<file path="config.mk">
export PLATFORM = sky130hd
export DESIGN_NAME = csi_subcarrier_extractor
export DESIGN_NICKNAME = d
export VERILOG_FILES = /design/src/rtl/cse_pkg.sv /design/src/rtl/cse_ctrl.sv /design/src/rtl/cse_datapath.sv /design/src/rtl/csi_subcarrier_extractor.sv
export SDC_FILE = /design/constraint.sdc
export NUM_CORES = 1
export LEC_CHECK = 0
export ABC_AREA = 1
export ABC_CLOCK_PERIOD_IN_PS = 5000
export BUFFER_PORTS_ARGS = -buffer_cell sky130_fd_sc_hd__buf_4
export CAP_MARGIN = 20
export CORE_ASPECT_RATIO = 0.75
export CORE_UTILIZATION = 45
export DETAILED_ROUTE_END_ITERATION = 12
export PLACE_DENSITY = 0.63
export SYNTH_ARGS = -nofsm -noshare
export SYNTH_HDL_FRONTEND = slang
export SYNTH_SLANG_ARGS = --single-unit
</file>
<file path="constraint.sdc">
create_clock -name clk_i -period 5 [get_ports clk_i]
set_clock_uncertainty 0.1 [all_clocks]
set_input_delay 0.25 -clock clk_i [delete_from_list [all_inputs] [get_ports clk_i]]
set_output_delay 0.25 -clock clk_i [all_outputs]
set_load 0.02 [all_outputs]
</file>
<file path="src/rtl/cse_pkg.sv">
`timescale 1ns / 1ps
`default_nettype none

package cse_pkg;

  // Beat layout of the input and output streams.
  localparam int unsigned InDataW  = 32;
  localparam int unsigned InUserW  = 2;
  localparam int unsigned OutDataW = 64;
  localparam int unsigned OutUserW = 3;

  localparam int unsigned PosW   = 8;
  localparam int unsigned CountW = 8;
  localparam int unsigned CfgW   = 8;

  localparam logic [PosW-1:0] PairsPerPacket = 8'd128;
  localparam logic [15:0]     SupportedLen   = 16'd256;

  // Subcarrier bounds per limit mode.
  localparam logic [5:0] Limit26 = 6'd26;
  localparam logic [5:0] Limit28 = 6'd28;
  localparam logic [5:0] Limit57 = 6'd57;

  localparam logic [1:0] ModeReset = 2'd1;
  localparam logic [7:0] CapReset  = 8'd128;

  // Register indexes on the configuration port.
  localparam logic RegMode     = 1'b0;
  localparam logic RegCapacity = 1'b1;

  // One result bit per square root iteration.
  localparam int unsigned RootW = 16;
  localparam logic [3:0]  LastStep = 4'd15;

  typedef enum logic [1:0] {
    ST_IDLE,
    ST_CALC,
    ST_DONE
  } cse_state_e;

  typedef struct packed {
    logic load;
    logic step;
    logic out_load;
  } cse_cmd_t;

  typedef struct packed {
    logic keep_now;
    logic sqrt_last;
  } cse_status_t;

endpackage

`default_nettype wire

</file>
<file path="src/rtl/cse_ctrl.sv">
`timescale 1ns / 1ps
`default_nettype none

module cse_ctrl (
  input  wire               clk_i,
  input  wire               rst_ni,
  input  wire               s_axis_tvalid,
  output logic              s_axis_tready,
  output logic              m_axis_tvalid,
  input  wire               m_axis_tready,
  input  cse_pkg::cse_status_t status_i,
  output cse_pkg::cse_cmd_t    cmd_o
);
  import cse_pkg::*;

  cse_state_e state_q, state_d;
  logic       out_valid_q, out_valid_d;
  logic       out_free;

  assign out_free = !out_valid_q || m_axis_tready;

  always_comb begin
    state_d = state_q;
    unique case (state_q)
      ST_IDLE: begin
        if (s_axis_tvalid) begin
          state_d = status_i.keep_now ? ST_CALC : ST_DONE;
        end
      end
      ST_CALC: begin
        if (status_i.sqrt_last) begin
          state_d = ST_DONE;
        end
      end
      ST_DONE: begin
        if (out_free) begin
          state_d = ST_IDLE;
        end
      end
      default: state_d = ST_IDLE;
    endcase
  end

  always_comb begin
    s_axis_tready   = 1'b0;
    cmd_o.load      = 1'b0;
    cmd_o.step      = 1'b0;
    cmd_o.out_load  = 1'b0;
    unique case (state_q)
      ST_IDLE: begin
        s_axis_tready = 1'b1;
        cmd_o.load    = s_axis_tvalid;
      end
      ST_CALC: cmd_o.step = 1'b1;
      ST_DONE: cmd_o.out_load = out_free;
      default: ;
    endcase
  end

  // The output register stays full until the sink takes the beat.
  always_comb begin
    out_valid_d = out_valid_q;
    if (cmd_o.out_load) begin
      out_valid_d = 1'b1;
    end else if (m_axis_tready) begin
      out_valid_d = 1'b0;
    end
  end

  assign m_axis_tvalid = out_valid_q;

  always_ff @(posedge clk_i or negedge rst_ni) begin
    if (!rst_ni) begin
      state_q     <= ST_IDLE;
      out_valid_q <= 1'b0;
    end else begin
      state_q     <= state_d;
      out_valid_q <= out_valid_d;
    end
  end

endmodule

`default_nettype wire

</file>
<file path="src/rtl/cse_datapath.sv">
`timescale 1ns / 1ps
`default_nettype none

module cse_datapath (
  input  wire                            clk_i,
  input  wire                            rst_ni,
  input  cse_pkg::cse_cmd_t              cmd_i,
  output cse_pkg::cse_status_t           status_o,
  input  wire [cse_pkg::InDataW-1:0]     in_data_i,
  input  wire [cse_pkg::InUserW-1:0]     in_user_i,
  output logic [cse_pkg::OutDataW-1:0]   out_data_o,
  output logic [cse_pkg::OutUserW-1:0]   out_user_o,
  output logic                           out_last_o,
  input  wire                            cfg_we_i,
  input  wire                            cfg_idx_i,
  input  wire [cse_pkg::CfgW-1:0]        cfg_data_i
);
  import cse_pkg::*;

  // Configuration.
  logic [1:0]        mode_q;
  logic [CfgW-1:0]   cap_q;

  // Packet state.
  logic [PosW-1:0]   pos_q;
  logic [CountW-1:0] cnt_q;
  logic              trunc_q, layout_q, skip_q;

  // Input fields.
  logic              start, fwi;
  logic [15:0]       len;
  logic signed [7:0] q_in, i_in;

  assign start = in_user_i[0];
  assign fwi   = in_user_i[1];
  assign len   = in_data_i[15:0];
  assign q_in  = in_data_i[23:16];
  assign i_in  = in_data_i[31:24];

  logic [PosW-1:0]   pos_eff, pos_new;
  logic [CountW-1:0] cnt_eff, cnt_new;
  logic              trunc_eff, layout_eff, skip_eff, trunc_new;
  logic              in_range, qualify, keep, last;
  logic [5:0]        idx, abs_idx, limit;
  logic signed [15:0] sq_i, sq_q;
  logic [15:0]       power;

  always_comb begin
    unique case (mode_q)
      2'd0:    limit = Limit26;
      2'd1:    limit = Limit28;
      default: limit = Limit57;
    endcase
  end

  always_comb begin
    if (start) begin
      pos_eff    = '0;
      cnt_eff    = '0;
      trunc_eff  = 1'b0;
      layout_eff = (len == SupportedLen);
      skip_eff   = fwi;
    end else begin
      pos_eff    = pos_q;
      cnt_eff    = cnt_q;
      trunc_eff  = trunc_q;
      layout_eff = layout_q;
      skip_eff   = skip_q;
    end
  end

  assign in_range = (pos_eff < PairsPerPacket);
  // The upper half of each 64-pair block carries the negative indexes.
  assign idx      = in_range ? {pos_eff[5], pos_eff[4:0]} : 6'd0;
  assign abs_idx  = idx[5] ? (~idx + 6'd1) : idx;
  assign qualify  = in_range && layout_eff && !(skip_eff && (pos_eff < 8'd2))
                    && (abs_idx != 6'd0) && (abs_idx <= limit);
  assign keep     = qualify && (cnt_eff < cap_q);
  assign trunc_new = trunc_eff || (qualify && !keep);
  assign cnt_new  = cnt_eff + CountW'(keep);
  assign pos_new  = in_range ? pos_eff + 8'd1 : pos_eff;
  assign last     = in_range && (pos_eff == PairsPerPacket - 8'd1);

  assign sq_i  = i_in * i_in;
  assign sq_q  = q_in * q_in;
  assign power = $unsigned(sq_i) + $unsigned(sq_q);

  assign status_o.keep_now = keep;

  // Work registers for the pair in flight.
  logic              kept_w, trunc_w, layout_w, last_w;
  logic [5:0]        idx_w;
  logic [7:0]        i_w, q_w;
  logic [15:0]       power_w;
  logic [CountW-1:0] cnt_w;

  // Square root iteration: two radicand bits and one root bit per cycle.
  logic [31:0]       x_q;
  logic [15:0]       rem_q;
  logic [RootW-1:0]  root_q;
  logic [3:0]        step_q;
  logic [17:0]       rem_next, trial, rem_sub;
  logic              fits;

  assign rem_next = {rem_q, x_q[31:30]};
  assign trial    = {root_q, 2'b01};
  assign fits     = (rem_next >= trial);
  assign rem_sub  = rem_next - trial;
  assign status_o.sqrt_last = (step_q == LastStep);

  always_ff @(posedge clk_i or negedge rst_ni) begin
    if (!rst_ni) begin
      mode_q   <= ModeReset;
      cap_q    <= CapReset;
      pos_q    <= '0;
      cnt_q    <= '0;
      trunc_q  <= 1'b0;
      layout_q <= 1'b0;
      skip_q   <= 1'b0;
    end else begin
      if (cfg_we_i) begin
        unique case (cfg_idx_i)
          RegMode:     mode_q <= cfg_data_i[1:0];
          RegCapacity: cap_q  <= cfg_data_i;
          default: ;
        endcase
      end
      if (cmd_i.load) begin
        pos_q    <= pos_new;
        cnt_q    <= cnt_new;
        trunc_q  <= trunc_new;
        layout_q <= layout_eff;
        skip_q   <= skip_eff;
      end
    end
  end

  always_ff @(posedge clk_i) begin
    if (cmd_i.load) begin
      kept_w   <= keep;
      idx_w    <= idx;
      i_w      <= i_in;
      q_w      <= q_in;
      power_w  <= keep ? power : 16'd0;
      cnt_w    <= cnt_new;
      trunc_w  <= trunc_new;
      layout_w <= layout_eff;
      last_w   <= last;
      x_q      <= keep ? {power, 16'd0} : 32'd0;
      rem_q    <= '0;
      root_q   <= '0;
      step_q   <= '0;
    end else if (cmd_i.step) begin
      x_q    <= {x_q[29:0], 2'b00};
      rem_q  <= fits ? rem_sub[15:0] : rem_next[15:0];
      root_q <= {root_q[RootW-2:0], fits};
      step_q <= step_q + 4'd1;
    end
  end

  always_ff @(posedge clk_i) begin
    if (cmd_i.out_load) begin
      out_data_o <= {2'b00, cnt_w, root_q, power_w, q_w, i_w, idx_w};
      out_user_o <= {layout_w, trunc_w, kept_w};
      out_last_o <= last_w;
    end
  end

endmodule

`default_nettype wire

</file>
<file path="src/rtl/csi_subcarrier_extractor.sv">
`timescale 1ns / 1ps
`default_nettype none

// Channel-state subcarrier extractor. Each input beat is one (q,i) byte pair of an HT20
// channel-state buffer; the beat with start_req set opens a packet and carries its length
// and first-word-invalid flag. Only 256-byte packets are parsed: their 128 pairs map to
// subcarrier indexes 0..31, -32..-1, 0..31, -32..-1. A pair with a nonzero index inside
// the limit of the selected mode is kept until the capacity register is reached, after
// which the truncated flag is raised. Every pair yields exactly one output beat; a kept
// pair reports power i*i+q*q and amplitude sqrt(power) in unsigned Q8.8, rounded down,
// while a dropped pair reports zero for both. The block handles one pair at a time: a
// kept pair is accepted, runs the bit-per-cycle square root loop and loads the output
// register; a dropped pair skips the loop. The output register decouples the sink, so
// the next pair is accepted while a finished beat still waits. The user must write the
// configuration (cfg_we_i / cfg_idx_i / cfg_data_i) only while idle; the block does not
// enforce this. Index 0 is valid_limit_mode (0: 26, 1: 28, 2 or 3: 57), 1 is capacity.
module csi_subcarrier_extractor (
  input  wire         clk_i,
  input  wire         rst_ni,
  input  wire         s_axis_tvalid,
  output logic        s_axis_tready,
  // packet_length [15:0], q_byte [23:16], i_byte [31:24]
  input  wire  [31:0] s_axis_tdata,
  // start_req [0], head_invalid [1]
  input  wire  [1:0]  s_axis_tuser,
  output logic        m_axis_tvalid,
  input  wire         m_axis_tready,
  // subcarrier_index [5:0], i_out [13:6], q_out [21:14], power [37:22],
  // amplitude [53:38], kept_count [61:54], zero [63:62]
  output logic [63:0] m_axis_tdata,
  // kept [0], truncated [1], layout_ok [2]
  output logic [2:0]  m_axis_tuser,
  // last_pair
  output logic        m_axis_tlast,
  input  wire         cfg_we_i,
  input  wire         cfg_idx_i,
  input  wire  [7:0]  cfg_data_i
);
  import cse_pkg::*;

  cse_cmd_t    cmd;
  cse_status_t status;

  // The controller sequences accept, square root and output load.
  cse_ctrl u_ctrl (
    .clk_i         (clk_i),
    .rst_ni        (rst_ni),
    .s_axis_tvalid (s_axis_tvalid),
    .s_axis_tready (s_axis_tready),
    .m_axis_tvalid (m_axis_tvalid),
    .m_axis_tready (m_axis_tready),
    .status_i      (status),
    .cmd_o         (cmd)
  );

  // The datapath holds the packet state, the pair in flight and the output register.
  cse_datapath u_datapath (
    .clk_i      (clk_i),
    .rst_ni     (rst_ni),
    .cmd_i      (cmd),
    .status_o   (status),
    .in_data_i  (s_axis_tdata),
    .in_user_i  (s_axis_tuser),
    .out_data_o (m_axis_tdata),
    .out_user_o (m_axis_tuser),
    .out_last_o (m_axis_tlast),
    .cfg_we_i   (cfg_we_i),
    .cfg_idx_i  (cfg_idx_i),
    .cfg_data_i (cfg_data_i)
  );

`ifndef SYNTHESIS
  // The square root never iterates while a new beat can be taken.
  assert property (@(posedge clk_i) disable iff (!rst_ni) cmd.step |-> !s_axis_tready)
    else $error("square root step while input is ready");

  // A pending output beat is never overwritten.
  assert property (@(posedge clk_i) disable iff (!rst_ni)
    cmd.out_load |-> !(m_axis_tvalid && !m_axis_tready))
    else $error("output register overwritten while stalled");

  // Only one pair is in flight: accepting a beat closes the input for the next cycle.
  assert property (@(posedge clk_i) disable iff (!rst_ni)
    (s_axis_tvalid && s_axis_tready) |=> !s_axis_tready)
    else $error("second beat accepted while a pair is in flight");

  // A dropped pair carries zero power and amplitude.
  assert property (@(posedge clk_i) disable iff (!rst_ni)
    (m_axis_tvalid && !m_axis_tuser[0]) |-> (m_axis_tdata[53:22] == 32'd0))
    else $error("dropped pair with nonzero power or amplitude");
`endif

endmodule

`default_nettype wire

</file>
* Word level (Yosys, flattened, before mapping)
Cells that the tools add are included.
Cells by class: add/sub/neg operators 6, $mul 2, magnitude comparators 5, equal/unequal tests 9, mux-type cells 24, bitwise operators 2, reduce and logical (&&, ||, !) cells 21
Operator list (count):
- 32-bit two-way mux | 3
- 8-bit by 8-bit multiplier with 16-bit output | 2
- 8-bit two-way mux | 3
- 18-bit greater-or-equal comparator | 1
- 16-bit adder | 1
- 16-bit by 9-bit equality test with 1-bit output, second input constant | 1
- 16-bit two-way mux | 1
- 16-bit subtractor | 1
- 6-bit two-way mux | 2
- 6-bit one-hot mux with 2 select lines | 1
- 1-bit two-way mux | 9
- 8-bit by 1-bit adder with 8-bit output | 1
- 8-bit by 1-bit adder with 8-bit output, second input constant | 1
- 8-bit by 7-bit equality test with 1-bit output, second input constant | 1
- 1-bit logical AND | 8
- 8-bit by 2-bit < comparator with 1-bit output, second input constant | 1
- 8-bit < comparator | 1
- 8-bit < comparator, second input constant | 1
- 2-bit two-way mux | 4
- 6-bit by 1-bit adder with 6-bit output, second input constant | 1
- 6-bit less-or-equal comparator | 1
- 6-bit inverter | 1
- 2-bit one-hot mux with 3 select lines | 1
- 6-bit nonzero test | 1
- other kinds (13) | 21
Word-level totals: register bits after elaboration 216, bits of input ports 48, output and inout bits 70

* Longest topological paths before layout
Gate-level depths: netlist (run 1).
depth after elaboration 13, gate-level depth with buffers 26

* Cells and area by module
From an unflattened synthesis (run 1), not the netlist that was laid out.
Second synthesis, totals: cell total of the unflattened synthesis 1420, area total of the unflattened synthesis 13554.2 um^2
By module, submodules not included:
- cse_datapath | instances 1, cells each 1392, area each 13371.6 um^2, seq. area each 5412.7 um^2
- cse_ctrl | instances 1, cells each 28, area each 182.7 um^2, seq. area each 75.1 um^2

* Worst setup path after synthesis (run 1)
No wires, ideal clock.
path type input to register, start point input port s_axis_tdata[23], end point register u_datapath.x_q[30] (data pin), library setup time 0.142 ns, data arrival time 5.302 ns, required time 4.758 ns, setup slack -0.544 ns, stages 20, buffers on the path 1, path through clkbuf_1 inv_1 or2_2 fa_1 fa_1 inv_1 fa_1 fa_1 fa_1 inv_1 fa_1 inv_1 ha_1 inv_1 nor3_1 o21ai_0 nand3_1 xor2_1 nand4_2 o21ai_2
Between the ends: longest elaborated chain between the ends 4
Ends and longest elaborated chain:
- start: declaration | RTL line csi_subcarrier_extractor.sv:23 | input wire [31:0] s_axis_tdata,
- 8-bit by 8-bit multiplier with 16-bit output | RTL line cse_datapath.sv:85 | assign sq_q = q_in * q_in;
- 16-bit adder | RTL line cse_datapath.sv:86 | assign power = $unsigned(sq_i) + $unsigned(sq_q);
- 32-bit two-way mux | RTL line cse_datapath.sv:149 | x_q <= keep ? {power, 16'd0} : 32'd0;
- 32-bit two-way mux | RTL line cse_datapath.sv:139 | if (cmd_i.load) begin
- end signal: assignment | RTL line cse_datapath.sv:149
- end signal: assignment | RTL line cse_datapath.sv:154 | x_q <= {x_q[29:0], 2'b00};
- end: declaration | RTL line cse_datapath.sv:98 | logic [31:0] x_q;
Every way passes these cells. A chain may end at the register's enable or synchronous reset.

* Worst setup path after layout (run 1)
start point input port s_axis_tdata[20], end point register u_datapath.x_q[28] (data pin)
Same word-level chain as after synthesis.

==> run summary, run 1 <==
status: finished, final reports clean
first-iteration detailed-routing DRC count: 447
Clock Path Buffers: 2
Flop pwr share: 0.178
Gate power share: 0.701
mux contribution to synthesized area: 0
fin crit period: 4.82 ns
Worst Hold Class: in2reg
Detail Placement HPWL: 22000 µm
met2 Usage GRT: 0.294
Critical Path RT: 5.20 ns
Most Used Layer, Global Route: met1
num rows: 54
Worst Tran Pin Value: 1.04 ns
Final period util: 0.964
crit start category: primary input
Pint: 5.93 mW
Worst EP arrival: 5.02 ns
first-pass GRT wire length: 48600 µm
vias per cell: 4.89
drt total wl: 28900 µm
post-synthesis xor/xnor area fraction: 0.0201
via count: 9693
Final Util: 0.560
Clock power frac: 0.121
met3 global-route usage: 0.0332
Post-DRT Antenna Nets: 0
clk sink count: 200
Antenna Cells: 0
Inserted Clock Buffers: 17
met1 GRT Util: 0.306
hold slack: 0.0245 ns
routed length per instance: 14.6 µm
largest family of logic cells by synthesized area: adder cells
starting density of the core: 0.461
HP Start: s_axis_tdata[22]
R2R setup slack: 0.53 ns
DRC violations left: 0
final slew viol count: 0
Ys Warns: 0
crit path launch: s_axis_tdata[20]
placed cells: 1933
Sw Pwr: 5.16 mW
routability cong.: 0.900
post-synthesis compound-gate area fraction: 0.0666
post-synth cell types: 57
CTS clk-pin slew, worst paths: 0.08 ns
pin count of the biggest net entering global routing: 81
Max transition margin: 0.307
Clock Tree Root: clkbuf_16
Setup CP Type: in2reg
layout overhead on the synthesized area: 21.5%
total power: 11.1 mW
worst skew pair latency: 0.45 ns
Cell Pwr Density: 677 nW/µm²
Adder-Cell Fraction of Synth Area: 0.247
Pleak: 7.79 nW
register area share after synthesis: 0.407
Syn Area/Cell: 9.66 µm²
initial antenna violation count: 0
max-cap violations: 0
most frequent cells in the layout: 291 x inv_1, 232 x nand2_1, 172 x buf_4, 132 x edfxtp_1, 107 x fa_1
aggregate global routing overflow: 0
worst flop-to-flop path startpoint: u_datapath.pos_q[7]
synthesized instance count: 1396
Net Sw Frac: 0.466
final hold vios: 0
Synth top area share: 0.294
1st-pass router iterations: 5
num ports: 118
vias in the first global route: 9637
area leader, netlist: edfxtp_1
Die X: 202 µm
Worst VDD drop: 0.00121 V
Crit Path Max Fanout: 7
Core Region: 29300 µm²
Max Freq: 0.207 GHz
CTS tree: done
Mapped Area: 13500 µm²
fin cells: 1983
IO buf count: 115
Fill cells: 2620
final net count: 1825
Setup crit end kind: flop
commonest non-fill, non-tap cell in the layout: inv_1
Area contributors post-synth: edfxtp_1 29%, fa_1 17%, inv_1 8.7%
Chip Height: 152 µm
Die Footprint: 30700 µm²
Synth Area in Simple Gates: 0.155
share of layout cells above drive strength 1: 0.220
total track usage: 0.199
#FFs+latches synth: 200
Final Setup Violations: 0
H-tree depth: 4
[per-layer routing]
metal / vias to the layer above / routed length [µm]
met5: - / 0
met4: 0 / 267
met3: 18 / 1320
met2: 212 / 12400
met1: 4668 / 14900
li1: 4795 / -
[stage by stage]
| step | TNS, ns | worst slack [ns] | cell area [µm²] |
|---|---|---|---|
| final | 0 | 0.181 | 16400 |
| after global routing | -0.00106 | -0.00106 | 16400 |
| after CTS | 0 | 0.00964 | 16100 |
| after floorplan | -0.0488 | -0.0298 | 13900 |
| after detailed placement | -6.40 | -0.452 | 15400 |
| after global placement | -5.80 | -0.444 | 15400 |
[worst max-delay path, stage by stage]
cell and delay (ns):
buf_4 0.16, nand2_4 0.07, inv_2 0.03, fa_2 0.63
fa_1 0.46, fa_1 0.47, fa_1 0.53, fa_1 0.54
inv_1 0.05, fa_1 0.52, inv_1 0.06, ha_4 0.29
nand2_2 0.09, nor2_2 0.12, nand3_1 0.10, nand3_1 0.12
xor2_1 0.20, nand4_2 0.14, o21ai_2 0.17
[power by group through the flow]
stage | sequential (mW) | clock [mW] | combinational, mW
6_report | 1.98 | 1.34 | 7.77
5_1_grt | 1.99 | 1.43 | 8.79
4_1_cts | 1.98 | 1.37 | 6.90
3_5_place_dp | 2.01 | 0 | 6.84
3_3_place_gp | 2.01 | 0 | 6.77
2_1_floorplan | 2.09 | 0 | 4.98
[repair_timing]
| item | in CTS | in global routing |
|---|---|---|
| buffers inserted | 0 | 1 |
| cloned | 0 | 1 |
| hold buffers | 13 | 3 |
| endpoints found under the hold margin | 46 | 3 |
| endpoints found under the setup margin | 1 | 18 |
| resized for setup | 1 | 70 |
| pin swaps | 0 | 36 |
[cells by family after synthesis]
group / after synthesis
AND/OR/NAND/NOR: 452
XOR/XNOR: 31
flip-flops: 200
adder cells (fa/ha/maj): 199
buffers and inverters: 357
other: 1
AO/OA/AOI/OAI: 156
[registers in the layout (all words and copies together), names as in the netlist, 2 cells and up]
name                   count
u_datapath.power_w        16
u_datapath.x_q            16
u_datapath.i_w             8
u_datapath.step_q          4
u_datapath.cap_q           8
u_datapath.root_q         16
u_datapath.cnt_w           8
u_datapath.q_w             8
u_datapath.out_user_o      3
u_datapath.mode_q          2
u_datapath.idx_w           6
u_datapath.rem_q          16
u_ctrl.state_q             2
u_datapath.cnt_q           8
u_datapath.out_data_o     62
u_datapath.pos_q           8
[worst paths after layout]
kind | depth (start not counted) | end
max | 19 | u_datapath.x_q[28]
min | 2 | u_datapath.q_w[6]
max in group asynchronous | 2 | u_datapath.cap_q[7]
min in group asynchronous | 2 | u_datapath.skip_q
max reg2reg | 24 | u_datapath.cnt_q[7]
min reg2reg | 0 | u_datapath.out_data_o[54]
[final cells by class]
| type | instances | area, µm² | share of cell area |
|---|---|---|---|
| multi-input combinational | 840 | 6990 | 0.427 |
| sequential | 200 | 5490 | 0.335 |
| timing repair buffer | 200 | 1640 | 0.100 |
| inverter | 319 | 1220 | 0.0747 |
| tap | 392 | 490 | 0.0299 |
| clock buffer | 19 | 443 | 0.0270 |
| clock inverter | 13 | 110 | 0.00672 |
[cell usage after synthesis (all sizes together)]
library cell	n
a21boi	1
a21o	1
a21oi	43
a22o	1
a22oi	1
a31oi	6
a41oi	1
and3	1
buf	11
clkbuf	26
clkinv	3
conb	1
dfrtp	30
dfstp	2
dfxtp	36
dlygate4sd1	1
edfxtp	132
fa	113
ha	86
inv	316
nand2	256
nand3	57
nand3b	2
nand4	22
nor2	88
nor3	12
nor4	7
o211ai	10
o21a	1
o21ai	64
o21bai	7
o221ai	1
o22ai	17
o31ai	1
o32ai	1
or2	7
xnor2	15
xor2	16
Power figures use the tool's default switching activity.
==> run 2: changes to the inputs <==
Settings changed: ABC_CLOCK_PERIOD_IN_PS 5000 to 6100.
Clock period 5 ns to 6.1 ns, I/O delays scaled along.
==> run summary, run 2 (synthesized netlist as in run 1, its figures left out) <==
initial antenna violation count: 0
clk sink count: 200
CP cell instances: buf_4 -> nand2_1 -> inv_1 -> fa_1 -> inv_1 -> fa_1 -> inv_1 -> fa_1 -> fa_1 -> fa_1 -> inv_1 -> fa_1 -> inv_1 -> ha_1 -> nand2_1 -> nor3_1 -> o21ai_0 -> nand3_1 -> inv_1 -> nand3_1 -> nand2_1 -> nand4_1 -> nand2_1
Max transition margin: 0.322
final slew viol count: 0
Antenna Cells: 0
DRC violations left: 0
WP buf/inv: 7
H-tree depth: 4
Fill cells: 2702
Worst EP arrival: 5.63 ns
Final Setup Violations: 0
Cell Pwr Density: 469 nW/µm²
max FFs per register: 62
Final period util: 0.909
Worst Hold Class: in2reg
layout overhead on the synthesized area: 13.5%
routed length per instance: 14.8 µm
Setup crit end kind: flop
R2R setup slack: 1.50 ns
end point of the critical path: u_datapath.x_q[31]
placed cells: 1874
R2R depth: 24
IO buf count: 115
routability cong.: 0.895
Worst Tran Pin Value: 1.02 ns
Die Footprint: 30700 µm²
Crit-path slowest cell: fa_1
Die X: 202 µm
Chip Height: 152 µm
vias per cell: 4.91
Inserted Clock Buffers: 17
via count: 9369
first-pass GRT wire length: 47900 µm
vias in the first global route: 9475
num rows: 54
critical path's top delay family: adder cells
met3 global-route usage: 0.0328
Crit path depth: 23
Core Region: 29300 µm²
drt total wl: 28200 µm
Detail Placement HPWL: 21400 µm
crit path launch: s_axis_tdata[23]
CTS clk-pin slew, worst paths: 0.07 ns
Setup CP Type: in2reg
starting density of the core: 0.461
final setup TNS: 0 ns
met1 GRT Util: 0.294
Most Used Layer, Global Route: met2
total track usage: 0.196
met2 Usage GRT: 0.296
Worst VDD drop: 0.000577 V
PostCTS Resize Cnt: 0
final hold vios: 0
worst skew pair latency: 0.44 ns
Pleak: 7.36 nW
first-iteration detailed-routing DRC count: 591
worst r2r dst: u_datapath.cnt_q[6]
final worst slack: 0.557 ns
1st-pass router iterations: 5
setup repair after global routing missed its margin: false
final net count: 1750
fin cells: 1908
Critical Path RT: 6.19 ns
commonest non-fill, non-tap cell in the layout: inv_1
crit start category: primary input
Clock Path Buffers: 2
num ports: 118
share of layout cells above drive strength 1: 0.137
Final Util: 0.524
max-cap violations: 0
Post-DRT Antenna Nets: 0
CTS tree: done
most frequent cells in the layout: 311 x inv_1, 251 x nand2_1, 132 x edfxtp_1, 123 x buf_4, 113 x fa_1
Largest Register: u_datapath.out_data_o
aggregate global routing overflow: 0
fin crit period: 5.54 ns
status: finished, final reports clean
Crit Path Max Fanout: 11
Max Freq: 0.180 GHz
pre-CTS setup slack: 0.0984 ns
Post-CTS Repair Setup Buffers: 0
worst flop-to-flop path startpoint: u_datapath.pos_q[7]
pin count of the biggest net entering global routing: 81
Clock Tree Root: clkbuf_16
max incr delay on CP: 0.68 ns
run 2: worst min path at each step:
stage	slack, ns	from	endpoint	cells after the start
6_report	0.02	cfg_data_i[0]	u_datapath.mode_q[0]	3
5_1_grt	0.007	s_axis_tdata[22]	u_datapath.q_w[6]	1
4_1_cts	0.006	cfg_data_i[7]	u_datapath.cap_q[7]	3
3_5_place_dp	0.18	rst_ni	u_datapath.cap_q[5]	1
3_3_place_gp	0.18	rst_ni	u_datapath.cap_q[6]	1
2_1_floorplan	-0.09	rst_ni	u_ctrl.m_axis_tvalid	0
run 2: timing repair:
action                                  4_1_cts  5_1_grt
hold endpoints to repair                     31        0
hold buffers                                  2        0
endpoints found under the setup margin        0        0
run 2: routing by layer:
metal	up-vias	routed length, µm
met2	201	12200
met5	-	0
met1	4510	14300
met4	0	260
li1	4639	-
met3	19	1400
run 2: through the flow:
stage                     hold WS (ns)  total power [mW]  instance area, µm²
after floorplan                -0.0906              5.10               13500
after global placement           0.183              5.99               14700
after detailed placement         0.184              6.06               14700
after CTS                      0.00599              7.23               15300
after global routing           0.00685              8.07               15300
final                           0.0201              7.18               15300
run 2: power by group:
group | leakage [nW] | internal, mW | switching [mW]
clock | 0.281 | 0.585 | 0.547
sequential | 1.97 | 1.58 | 0.0400
combinational | 5.11 | 1.60 | 2.83
run 2: final cells by class:
type                            count  area (µm²)  area share
Multi-Input combinational cell    840        6610       0.431
Tap cell                          392         490      0.0320
Timing Repair Buffer              125         943      0.0616
Clock inverter                     10         100     0.00653
Clock buffer                       22         485      0.0317
Sequential cell                   200        5490       0.358
Inverter                          319        1200      0.0787
run 2: worst min-delay path, cell delays in order:
cell and delay [ns]:
buf_4 0.11, inv_1 0.06, o21ai_0 0.08
==> run 3: changes to the inputs <==
Settings changed: ABC_CLOCK_PERIOD_IN_PS 6100 to 4600, CTS_BUF_LIST set to sky130_fd_sc_hd__clkbuf_2 sky130_fd_sc_hd__clkbuf_4 sky130_fd_sc_hd__clkbuf_8, PLACE_DENSITY 0.63 to 0.65.
Clock period 6.1 ns to 4.6 ns, I/O delays scaled along.
==> run summary, run 3 (synthesized netlist as in run 1, its figures left out) <==
CTS tree: done
first-pass GRT wire length: 50100 µm
share of layout cells above drive strength 1: 0.275
Die Footprint: 30700 µm²
Chip Height: 152 µm
Detail Placement HPWL: 22500 µm
Core Region: 29300 µm²
initial antenna violation count: 0
commonest non-fill, non-tap cell in the layout: inv_1
total track usage: 0.205
critical path's top delay family: adder cells
Critical Path RT: 4.85 ns
Antenna Cells: 0
routed length per instance: 14.8 µm
vias per cell: 4.87
Die X: 202 µm
Crit Path Max Fanout: 7
Final Setup Violations: 15
Largest Register: u_datapath.out_data_o
final worst slack: -0.204 ns
fin cells: 2027
crit start category: primary input
fin crit period: 4.80 ns
num rows: 54
most frequent cells in the layout: 270 x inv_1, 218 x nand2_1, 200 x buf_4, 132 x edfxtp_1, 99 x fa_1
DRC violations left: 0
layout overhead on the synthesized area: 26.2%
Setup crit end kind: flop
Crit-path slowest cell: fa_2
Clock Path Buffers: 2
IO buf count: 115
Setup CP Type: in2reg
Post-DRT Antenna Nets: 0
first-iteration detailed-routing DRC count: 572
via count: 9869
Clock Tree Root: clkbuf_8
vias in the first global route: 10000
failing checks: setup timing
aggregate global routing overflow: 0
WP buf/inv: 9
setup repair after global routing missed its margin: true
starting density of the core: 0.461
Inserted Clock Buffers: 17
max-cap violations: 0
max FFs per register: 62
worst skew pair latency: 0.50 ns
pre-CTS setup slack: -0.833 ns
Max Freq: 0.208 GHz
num ports: 118
final net count: 1869
hold slack: 0.0391 ns
Worst EP arrival: 5.06 ns
Worst Hold Class: in2reg
Worst Tran Pin Value: 1.02 ns
final slew viol count: 0
crit-path most repeated cell: fa_2
CTS clk-pin slew, worst paths: 0.11 ns
pin count of the biggest net entering global routing: 81
clk sink count: 200
final hold vios: 0
max incr delay on CP: 0.59 ns
H-tree depth: 4
Final period util: 1.04
1st-pass router iterations: 6
CP cell instances: buf_16 -> buf_6 -> nand2_4 -> inv_4 -> fa_2 -> buf_4 -> inv_2 -> fa_2 -> inv_2 -> fa_2 -> fa_2 -> fa_1 -> inv_1 -> fa_1 -> inv_2 -> ha_4 -> inv_4 -> nor3_4 -> nand3_2 -> nand3_2 -> xor2_2 -> nand4_2 -> o21ai_2
placed cells: 1952
routability cong.: 0.869
status: finished with violations
Max transition margin: 0.319
drt total wl: 30100 µm
[run 3: changes by cell type in the layout (fill, tap and decap cells not counted), moves of 14 or more]
cell	previous run	this run
buf_4	123	200
inv_1	311	270
nand2_1	251	218
inv_2	2	31
dlygate4sd3_1	2	27
clkbuf_16	18	0
clkbuf_8	2	18
nand2_4	1	17
fa_1	113	99
fa_2	0	14
[run 3: worst paths after layout]
path / startpoint / end / slack, ns / cells after the start
max: s_axis_tdata[23] / u_datapath.x_q[30] / -0.20 / 23
min: s_axis_tdata[26] / u_datapath.i_w[2] / 0.04 / 2
max reg2reg: u_datapath.pos_q[7] / u_datapath.cnt_q[7] / 0.39 / 24
min reg2reg: u_datapath.power_w[1] / u_datapath.out_data_o[23] / 0.31 / 0
max in group asynchronous: rst_ni / u_datapath.cap_q[7] / 3.95 / 2
min in group asynchronous: rst_ni / u_datapath.pos_q[4] / 0.11 / 2
[run 3: through the flow]
stage               utilization  area [µm²]  TNS (ns)
floorplan                     -       14000     -5.37
global placement          0.534       15600    -13.31
detailed placement        0.534       15600    -13.68
CTS                       0.570       16700    -0.998
global route              0.582       17000     -4.69
finish                    0.582       17000     -1.74
[run 3: what timing repair did]
| item | in CTS | in global routing |
|---|---|---|
| gates resized for setup | 72 | 75 |
| pin swaps | 49 | 60 |
| endpoints found under the setup margin | 17 | 21 |
| endpoints found under the hold margin | 55 | 1 |
| hold buffers | 26 | 1 |
| buffers inserted | 9 | 8 |
[run 3: layer usage]
metal,vias to the layer above,GRT usage,routed length [µm],part of all wire
li1,4885,-,-,-
met1,4740,0.305,14800,0.49
met2,225,0.313,13500,0.45
met3,19,0.0356,1420,0.047
met4,0,0.0437,346,0.011
met5,-,0,0,0
[run 3: layout make-up]
class	count	area [µm²]
multi-input combinational	840	7360
inverter	319	1250
clock buffer	20	263
timing repair buffer	244	2030
sequential	200	5490
clock inverter	12	161
tap	392	490
fill	2462	12200
Power of run 3 is not shown: default switching activity piles up to over one toggle a cycle in this logic, so the estimate is an artifact.
